--- src/hw/rtl/pcg32_pkg.sv ---
// shared types and constants for the pcg32 random generator
package pcg32_pkg;

    localparam int unsigned WORD_W = 64;
    localparam int unsigned HALF_W = 32;
    localparam int unsigned FRAC_W = 27;

    localparam logic [WORD_W-1:0] PCG_MULT      = 64'h5851_f42d_4c95_7f2d;
    localparam logic [WORD_W-1:0] PCG_STATE_RST = 64'h853c_49e6_748f_ea9b;
    localparam logic [WORD_W-1:0] PCG_INC_RST   = 64'hda3e_39cb_94b9_5bdb;

    localparam logic [1:0] OP_SEED = 2'd0;
    localparam logic [1:0] OP_DRAW = 2'd1;
    localparam logic [1:0] OP_READ = 2'd2;
    localparam logic [1:0] OP_LOAD = 2'd3;

    // operand pairs for the shared 32x32 multiplier
    localparam logic [1:0] MUL_LO_LO = 2'd0;
    localparam logic [1:0] MUL_LO_HI = 2'd1;
    localparam logic [1:0] MUL_HI_LO = 2'd2;

    typedef struct packed {
        logic       take_seed;
        logic       load_words;
        logic       seed_sum;
        logic [1:0] mul_sel;
        logic       acc_init;
        logic       acc_add;
        logic       state_commit;
        logic       frac_capture;
        logic       out_write;
        logic       out_draw;
        logic       out_read;
    } pcg32_cmd_t;

endpackage

--- src/hw/rtl/pcg32_dpath.sv ---
// pcg32 datapath: state, increment, shared multiplier, accumulator and result registers
module pcg32_dpath
(
    input  logic                                  clk,
    input  logic                                  rst_n,
    input  pcg32_pkg::pcg32_cmd_t                 cmd,
    input  logic signed [pcg32_pkg::WORD_W-1:0]   seed_value,
    input  logic        [pcg32_pkg::WORD_W-1:0]   load_state_word,
    input  logic        [pcg32_pkg::WORD_W-1:0]   load_increment_word,
    output logic        [pcg32_pkg::FRAC_W-1:0]   random_fraction,
    output logic        [pcg32_pkg::HALF_W-1:0]   state_low,
    output logic        [pcg32_pkg::HALF_W-1:0]   increment_low
);
    import pcg32_pkg::*;

    logic [WORD_W-1:0] state_reg;
    logic [WORD_W-1:0] state_next;
    logic [WORD_W-1:0] inc_reg;
    logic [WORD_W-1:0] inc_next;
    logic [WORD_W-1:0] acc_reg;
    logic [WORD_W-1:0] acc_next;
    logic [WORD_W-1:0] prod_reg;
    logic [WORD_W-1:0] prod_next;
    logic [FRAC_W-1:0] frac_reg;
    logic [FRAC_W-1:0] frac_next;
    logic [FRAC_W-1:0] frac_out_reg;
    logic [FRAC_W-1:0] frac_out_next;
    logic [HALF_W-1:0] slo_reg;
    logic [HALF_W-1:0] slo_next;
    logic [HALF_W-1:0] ilo_reg;
    logic [HALF_W-1:0] ilo_next;

    logic [HALF_W-1:0] mul_a;
    logic [HALF_W-1:0] mul_b;
    logic [WORD_W-1:0] seed_abs;
    logic [WORD_W-1:0] seed_fixed;
    logic [WORD_W-1:0] seed_inc;
    logic [WORD_W-1:0] prod_shifted;
    logic [WORD_W-1:0] xorshift;
    logic [HALF_W-1:0] mixed;
    logic [4:0]        rot;
    logic [HALF_W-1:0] rotated;

    // shared multiplier operand select
    always_comb
    begin
        unique case (cmd.mul_sel)
            MUL_LO_HI:
            begin
                mul_a = state_reg[HALF_W-1:0];
                mul_b = PCG_MULT[WORD_W-1:HALF_W];
            end
            MUL_HI_LO:
            begin
                mul_a = state_reg[WORD_W-1:HALF_W];
                mul_b = PCG_MULT[HALF_W-1:0];
            end
            default:
            begin
                mul_a = state_reg[HALF_W-1:0];
                mul_b = PCG_MULT[HALF_W-1:0];
            end
        endcase
    end

    assign prod_next    = WORD_W'(mul_a) * WORD_W'(mul_b);
    assign prod_shifted = {prod_reg[HALF_W-1:0], {HALF_W{1'b0}}};

    // absolute value of the seed, zero forced to one
    assign seed_abs   = seed_value[WORD_W-1] ? (~seed_value + WORD_W'(1)) : seed_value;
    assign seed_fixed = (seed_abs == '0) ? WORD_W'(1) : seed_abs;
    assign seed_inc   = {acc_reg[WORD_W-2:0], 1'b1};

    // xsh-rr output from the old state
    assign xorshift = (state_reg >> 18) ^ state_reg;
    assign mixed    = xorshift[HALF_W+26:27];
    assign rot      = state_reg[WORD_W-1:WORD_W-5];
    assign rotated  = (mixed >> rot) | (mixed << ((6'd32 - {1'b0, rot}) & 6'd31));

    always_comb
    begin
        state_next    = state_reg;
        inc_next      = inc_reg;
        acc_next      = acc_reg;
        frac_next     = frac_reg;
        frac_out_next = frac_out_reg;
        slo_next      = slo_reg;
        ilo_next      = ilo_reg;

        if (cmd.load_words)
        begin
            state_next = load_state_word;
            inc_next   = load_increment_word;
        end

        if (cmd.take_seed)
        begin
            acc_next = seed_fixed;
        end

        // first lcg step from a zero state leaves the increment, then the seed is added
        if (cmd.seed_sum)
        begin
            inc_next   = seed_inc;
            state_next = seed_inc + acc_reg;
        end

        if (cmd.acc_init)
        begin
            acc_next = prod_reg + inc_reg;
        end

        if (cmd.acc_add)
        begin
            acc_next = acc_reg + prod_shifted;
        end

        if (cmd.state_commit)
        begin
            state_next = acc_reg + prod_shifted;
        end

        if (cmd.frac_capture)
        begin
            frac_next = rotated[HALF_W-1:HALF_W-FRAC_W];
        end

        if (cmd.out_write)
        begin
            frac_out_next = cmd.out_draw ? frac_reg : '0;
            slo_next      = cmd.out_read ? state_reg[HALF_W-1:0] : '0;
            ilo_next      = cmd.out_read ? inc_reg[HALF_W-1:0] : '0;
        end
    end

    always_ff @(posedge clk or negedge rst_n)
    begin
        if (!rst_n)
        begin
            state_reg <= PCG_STATE_RST;
            inc_reg   <= PCG_INC_RST;
        end
        else
        begin
            state_reg <= state_next;
            inc_reg   <= inc_next;
        end
    end

    always_ff @(posedge clk)
    begin
        acc_reg      <= acc_next;
        prod_reg     <= prod_next;
        frac_reg     <= frac_next;
        frac_out_reg <= frac_out_next;
        slo_reg      <= slo_next;
        ilo_reg      <= ilo_next;
    end

    assign random_fraction = frac_out_reg;
    assign state_low       = slo_reg;
    assign increment_low   = ilo_reg;

endmodule

--- src/hw/rtl/pcg32_ctrl.sv ---
// pcg32 controller: sequences seed, draw, read and load and owns both handshakes
module pcg32_ctrl
(
    input  logic                   clk,
    input  logic                   rst_n,
    input  logic                   item_valid,
    output logic                   item_ready,
    input  logic [1:0]             opcode,
    output logic                   result_valid,
    input  logic                   result_ready,
    output pcg32_pkg::pcg32_cmd_t  cmd
);
    import pcg32_pkg::*;

    localparam logic [2:0] S_IDLE     = 3'd0;
    localparam logic [2:0] S_SEED_SUM = 3'd1;
    localparam logic [2:0] S_MUL0     = 3'd2;
    localparam logic [2:0] S_MUL1     = 3'd3;
    localparam logic [2:0] S_MUL2     = 3'd4;
    localparam logic [2:0] S_FIN      = 3'd5;
    localparam logic [2:0] S_DONE     = 3'd6;

    logic [2:0] state_reg;
    logic [2:0] state_next;
    logic [1:0] op_reg;
    logic [1:0] op_next;
    logic       out_valid_reg;
    logic       out_valid_next;
    logic       slot_free;

    assign slot_free = !out_valid_reg || result_ready;

    always_comb
    begin
        state_next = state_reg;
        op_next    = op_reg;
        item_ready = 1'b0;
        cmd        = '0;
        cmd.mul_sel = MUL_LO_LO;

        unique case (state_reg)
            S_IDLE:
            begin
                item_ready = 1'b1;
                if (item_valid)
                begin
                    op_next = opcode;
                    unique case (opcode)
                        OP_SEED:
                        begin
                            cmd.take_seed = 1'b1;
                            state_next    = S_SEED_SUM;
                        end
                        OP_DRAW:
                        begin
                            state_next = S_MUL0;
                        end
                        OP_READ:
                        begin
                            state_next = S_DONE;
                        end
                        default:
                        begin
                            cmd.load_words = 1'b1;
                            state_next     = S_DONE;
                        end
                    endcase
                end
            end
            S_SEED_SUM:
            begin
                cmd.seed_sum = 1'b1;
                state_next   = S_MUL0;
            end
            S_MUL0:
            begin
                cmd.mul_sel      = MUL_LO_LO;
                cmd.frac_capture = 1'b1;
                state_next       = S_MUL1;
            end
            S_MUL1:
            begin
                cmd.mul_sel  = MUL_LO_HI;
                cmd.acc_init = 1'b1;
                state_next   = S_MUL2;
            end
            S_MUL2:
            begin
                cmd.mul_sel = MUL_HI_LO;
                cmd.acc_add = 1'b1;
                state_next  = S_FIN;
            end
            S_FIN:
            begin
                cmd.state_commit = 1'b1;
                state_next       = S_DONE;
            end
            S_DONE:
            begin
                if (slot_free)
                begin
                    cmd.out_write = 1'b1;
                    cmd.out_draw  = (op_reg == OP_DRAW);
                    cmd.out_read  = (op_reg == OP_READ);
                    state_next    = S_IDLE;
                end
            end
            default:
            begin
                state_next = S_IDLE;
            end
        endcase
    end

    always_comb
    begin
        priority if (cmd.out_write)
        begin
            out_valid_next = 1'b1;
        end
        else if (result_ready)
        begin
            out_valid_next = 1'b0;
        end
        else
        begin
            out_valid_next = out_valid_reg;
        end
    end

    always_ff @(posedge clk or negedge rst_n)
    begin
        if (!rst_n)
        begin
            state_reg     <= S_IDLE;
            op_reg        <= OP_SEED;
            out_valid_reg <= 1'b0;
        end
        else
        begin
            state_reg     <= state_next;
            op_reg        <= op_next;
            out_valid_reg <= out_valid_next;
        end
    end

    assign result_valid = out_valid_reg;

endmodule

--- src/hw/rtl/pcg32_random_generator.sv ---
// top level of the pcg32 xsh-rr random generator
//
// input channel: item_valid / item_ready with opcode, seed_value, load_state_word and
// load_increment_word; opcode selects seed, draw, read or load
// output channel: result_valid / result_ready with random_fraction, state_low and
// increment_low; every input transfer yields exactly one result transfer
// one item is in work at a time; item_ready is high only while the controller is idle
// read and load go straight to the result; draw runs the lcg step first, and seed
// adds a seed-sum step before it; the controller is back in idle as the result is
// registered
// the 64-bit lcg step runs through one shared 32x32 multiplier in three passes
// plus a final add
// the result sits in an output register; while result_ready is low the block
// still takes the next item and holds its result until the register drains
// reset loads the standard pcg32 state and increment and empties the output
module pcg32_random_generator
(
    input  logic                                 clk,
    input  logic                                 rst_n,
    input  logic                                 item_valid,
    output logic                                 item_ready,
    input  logic        [1:0]                    opcode,
    input  logic signed [pcg32_pkg::WORD_W-1:0]  seed_value,
    input  logic        [pcg32_pkg::WORD_W-1:0]  load_state_word,
    input  logic        [pcg32_pkg::WORD_W-1:0]  load_increment_word,
    output logic                                 result_valid,
    input  logic                                 result_ready,
    output logic        [pcg32_pkg::FRAC_W-1:0]  random_fraction,
    output logic        [pcg32_pkg::HALF_W-1:0]  state_low,
    output logic        [pcg32_pkg::HALF_W-1:0]  increment_low
);
    import pcg32_pkg::*;

    pcg32_cmd_t cmd;

    pcg32_ctrl u_ctrl
    (
        .clk          (clk),
        .rst_n        (rst_n),
        .item_valid   (item_valid),
        .item_ready   (item_ready),
        .opcode       (opcode),
        .result_valid (result_valid),
        .result_ready (result_ready),
        .cmd          (cmd)
    );

    pcg32_dpath u_dpath
    (
        .clk                 (clk),
        .rst_n               (rst_n),
        .cmd                 (cmd),
        .seed_value          (seed_value),
        .load_state_word     (load_state_word),
        .load_increment_word (load_increment_word),
        .random_fraction     (random_fraction),
        .state_low           (state_low),
        .increment_low       (increment_low)
    );

endmodule

--- config.mk ---
export PLATFORM = sky130hd
export DESIGN_NAME = pcg32_random_generator
export DESIGN_NICKNAME = d
export VERILOG_FILES = /design/src/hw/rtl/pcg32_pkg.sv /design/src/hw/rtl/pcg32_dpath.sv /design/src/hw/rtl/pcg32_ctrl.sv /design/src/hw/rtl/pcg32_random_generator.sv
export SDC_FILE = /design/constraint.sdc
export NUM_CORES = 2
export LEC_CHECK = 0
export BUFFER_PORTS_ARGS = -buffer_cell sky130_fd_sc_hd__clkbuf_2
export CAP_MARGIN = 10
export CORE_MARGIN = 4
export CORE_UTILIZATION = 65
export DETAILED_ROUTE_END_ITERATION = 16
export PLACE_DENSITY = 0.84
export SYNTH_ARGS = -nofsm -noshare
export SYNTH_HDL_FRONTEND = slang
export SYNTH_HIERARCHICAL = 1
export SYNTH_SLANG_ARGS = --single-unit
export TNS_END_PERCENT = 10
--- constraint.sdc ---
create_clock -name clk -period 18.65 [get_ports clk]
set_clock_uncertainty 0.15 [all_clocks]
set_input_delay 0 -clock clk [delete_from_list [all_inputs] [get_ports clk]]
set_output_delay 0 -clock clk [all_outputs]
set_load 0.05 [all_outputs]
==> flow_summary.json <==
{
  "grt_pass1_vias": 46760,
  "grt_first_pass_wirelength_um": 300700,
  "min_path_type": "in -> reg",
  "htreeDepth": 2,
  "max_stage_delay_ns": 0.86,
  "synthTopCellsByArea": "fa_1, ha_1, edfxtp_1",
  "async_flop_share": 0.3526,
  "worstRegToRegCells": 29,
  "crit_start": "u_ctrl/state_reg[2]",
  "cts_resized": 0,
  "fmax_mhz": 85.07,
  "coreArea_um2": 77980,
  "cts_root_buf": "clkbuf_16",
  "synth_edf_count": 182,
  "critPathSlowestCell": "mux2i_1",
  "yosysTopAreaCell": "fa_1",
  "ys_ff_latch": 380,
  "dieArea_um2": 83830,
  "clock-sinks": 380,
  "gp_congestion": 1.043,
  "std_cell_rows": 102,
  "period_share": 0.6303,
  "vias": 47480,
  "clk_pin_slew_ns": 0.06,
  "numPortBuffers": 290,
  "period_needed_ns": 11.76,
  "drt-total-wl_um": 205900,
  "overflow": 0,
  "worstReg2RegEnd": "u_dpath/prod_reg[50]",
  "drive_above_1_share": 0.09455,
  "cts_buffers": 45,
  "synth_ff_type": "edfxtp_1",
  "post_drt_via_cell_ratio": 6.687,
  "synth_top_area_frac": 0.2087,
  "post-cts-setup-buffers": 0,
  "rsz0062_at_grt": "false",
  "area_growth_pct": 11.00,
  "ff2ff_setup_slack_ns": 6.89,
  "cts.path.max_buffers": 3,
  "yosysWarnings": 6,
  "syn_inst": 5666,
  "ys_seq_area_frac": 0.1978,
  "dp_hpwl_um": 163400,
  "antenna_found_initial": 23,
  "start_kind": "flop",
  "final_cell_mix": "inv_1, ha_1, fa_1, nor2_1, nand2_1",
  "fin_nets": 7330,
  "crit_path_end": "u_dpath/prod_reg[50]",
  "cp_data_required_time_ns": 18.95,
  "crit_fanout": 32,
  "synth_area_per_cell_um2": 9.093,
  "clk_latency_ns": 0.62,
  "setup_violations": 0,
  "drtPass1Iterations": 8,
  "groute.usage.overall": 0.4894,
  "slew_violations": 0,
  "tritoncts": "done",
  "critical_path_class": "reg -> reg",
  "drt_iter0_drc": 6843,
  "hold_viol": 0,
  "drc": 0,
  "fin_setup_tns_ns": 0,
  "start_util": 0.6607,
  "relSlewSlack": 0.2018,
  "crit_path_end_kind": "flop",
  "holdBufCountCts": 175,
  "antenna_left": 0,
  "worst_pin_slew_ns": 1.187,
  "r2r_start": "u_ctrl/state_reg[2]",
  "wl_per_cell_um": 29.00,
  "crit_arrival_ns": 12.05,
  "max_cap_violations": 0,
  "die_w_um": 289.5,
  "die_y_um": 289.5,
  "crit_top_cell": "fa_1",
  "ios": 291,
  "status": "completed",
  "final_common_cell": "inv_1",
  "grt_max_degree": 114,
  "syn-cell-area_um2": 51520,
  "synth.distinct_cells": 93
}
## layout make-up
type                    instances  area [µm²]
diodes                         11       27.53
well taps                    1040        1301
clock inverters                21       225.2
fillers                      5531       20790
flip-flops and latches        380       10190
multi-input cells            4237       37420
inverters                     833        3129
repair buffers                516        3600
clock buffers                  63        1285
## layer usage
metal,global-route usage,share of wire,wire [µm],vias to the layer above
met5,0,0.00045,92,-
met4,0.3067,0.082,16870,14
met3,0.1568,0.15,30170,924
met2,0.7004,0.41,84140,3967
met1,0.6458,0.36,74660,22650
li1,-,-,-,19930
## through the flow
| stage | utilization | instance area [µm²] | std cells | hold slack, ns | setup slack (ns) |
|---|---|---|---|---|---|
| CTS | 0.7330 | 57160 | 7090 | 0.008601 | 7.293 |
| detailed placement | 0.6910 | 53880 | 6831 | -0.08061 | 7.367 |
| finish | 0.7333 | 57180 | 7101 | 0.02619 | 6.895 |
| global route | 0.7330 | 57160 | 7092 | 0.05136 | 6.712 |
| global placement | 0.6910 | 53880 | 6830 | -0.08371 | 7.867 |
| floorplan | - | 51630 | 5695 | -0.4456 | 8.379 |
## synth_stat cells, types with 30 or more instances
cell type  number
fa_1          537
nand3_1        64
o21a_1         34
o211ai_1       32
mux2_2         31
a21oi_1       357
clkbuf_1      203
nand2_1       386
dfstp_2        72
a211oi_1      111
nand2b_1       40
and2_1        127
buf_1          32
edfxtp_1      182
dfrtp_1        62
mux2i_1       201
xor2_1        114
inv_1         830
nand4_1        46
o31ai_1        30
xnor2_1       188
a31oi_1        39
a21o_1        149
ha_1          582
o21ai_0       296
dfxtp_1        64
nor2b_1        34
nor3_1         58
nor2_1        400
## worst min path at each step
stage,startpoint,end,slack (ns),depth (start not counted)
floorplan,rst_n,u_ctrl/op_reg[0],-0.45,0
global placement,rst_n,u_dpath/inc_reg[61],-0.08,1
detailed placement,rst_n,u_dpath/inc_reg[61],-0.08,1
CTS,seed_value[56],u_dpath/acc_reg[56],0.009,5
global route,seed_value[53],u_dpath/acc_reg[53],0.05,5
finish,seed_value[55],u_dpath/acc_reg[55],0.03,5
## worst max-delay path, delay by kind of cell, from the launching register on
family | cells | cell delay, ns
flip-flops | 1 | 0.62
AND/OR/NAND/NOR | 5 | 1.12
adder cells (fa/ha/maj) | 9 | 4.46
buffers and inverters | 6 | 1.42
AO/OA/AOI/OAI | 7 | 2.72
XOR/XNOR | 1 | 0.20
multiplexers | 1 | 0.86
## cell families (layout without fill, tap and decap cells)
logic type / after synthesis / after routing / share of synthesized area
AOI/OAI and AO/OA: 1244 / 1244 / 0.1523
xor gates and xnor gates: 302 / 302 / 0.05134
adders and majority gates: 1119 / 1119 / 0.3500
buffers and inverters: 1078 / 1433 / 0.07922
DFF: 380 / 380 / 0.1978
muxes: 238 / 238 / 0.04845
other: 2 / 42 / 0.0001458
and+or+nand+nor: 1303 / 1303 / 0.1208
Power is left out: the tool's default activity adds up to more than one toggle a clock period on the data nets, which glitch-free logic cannot reach.
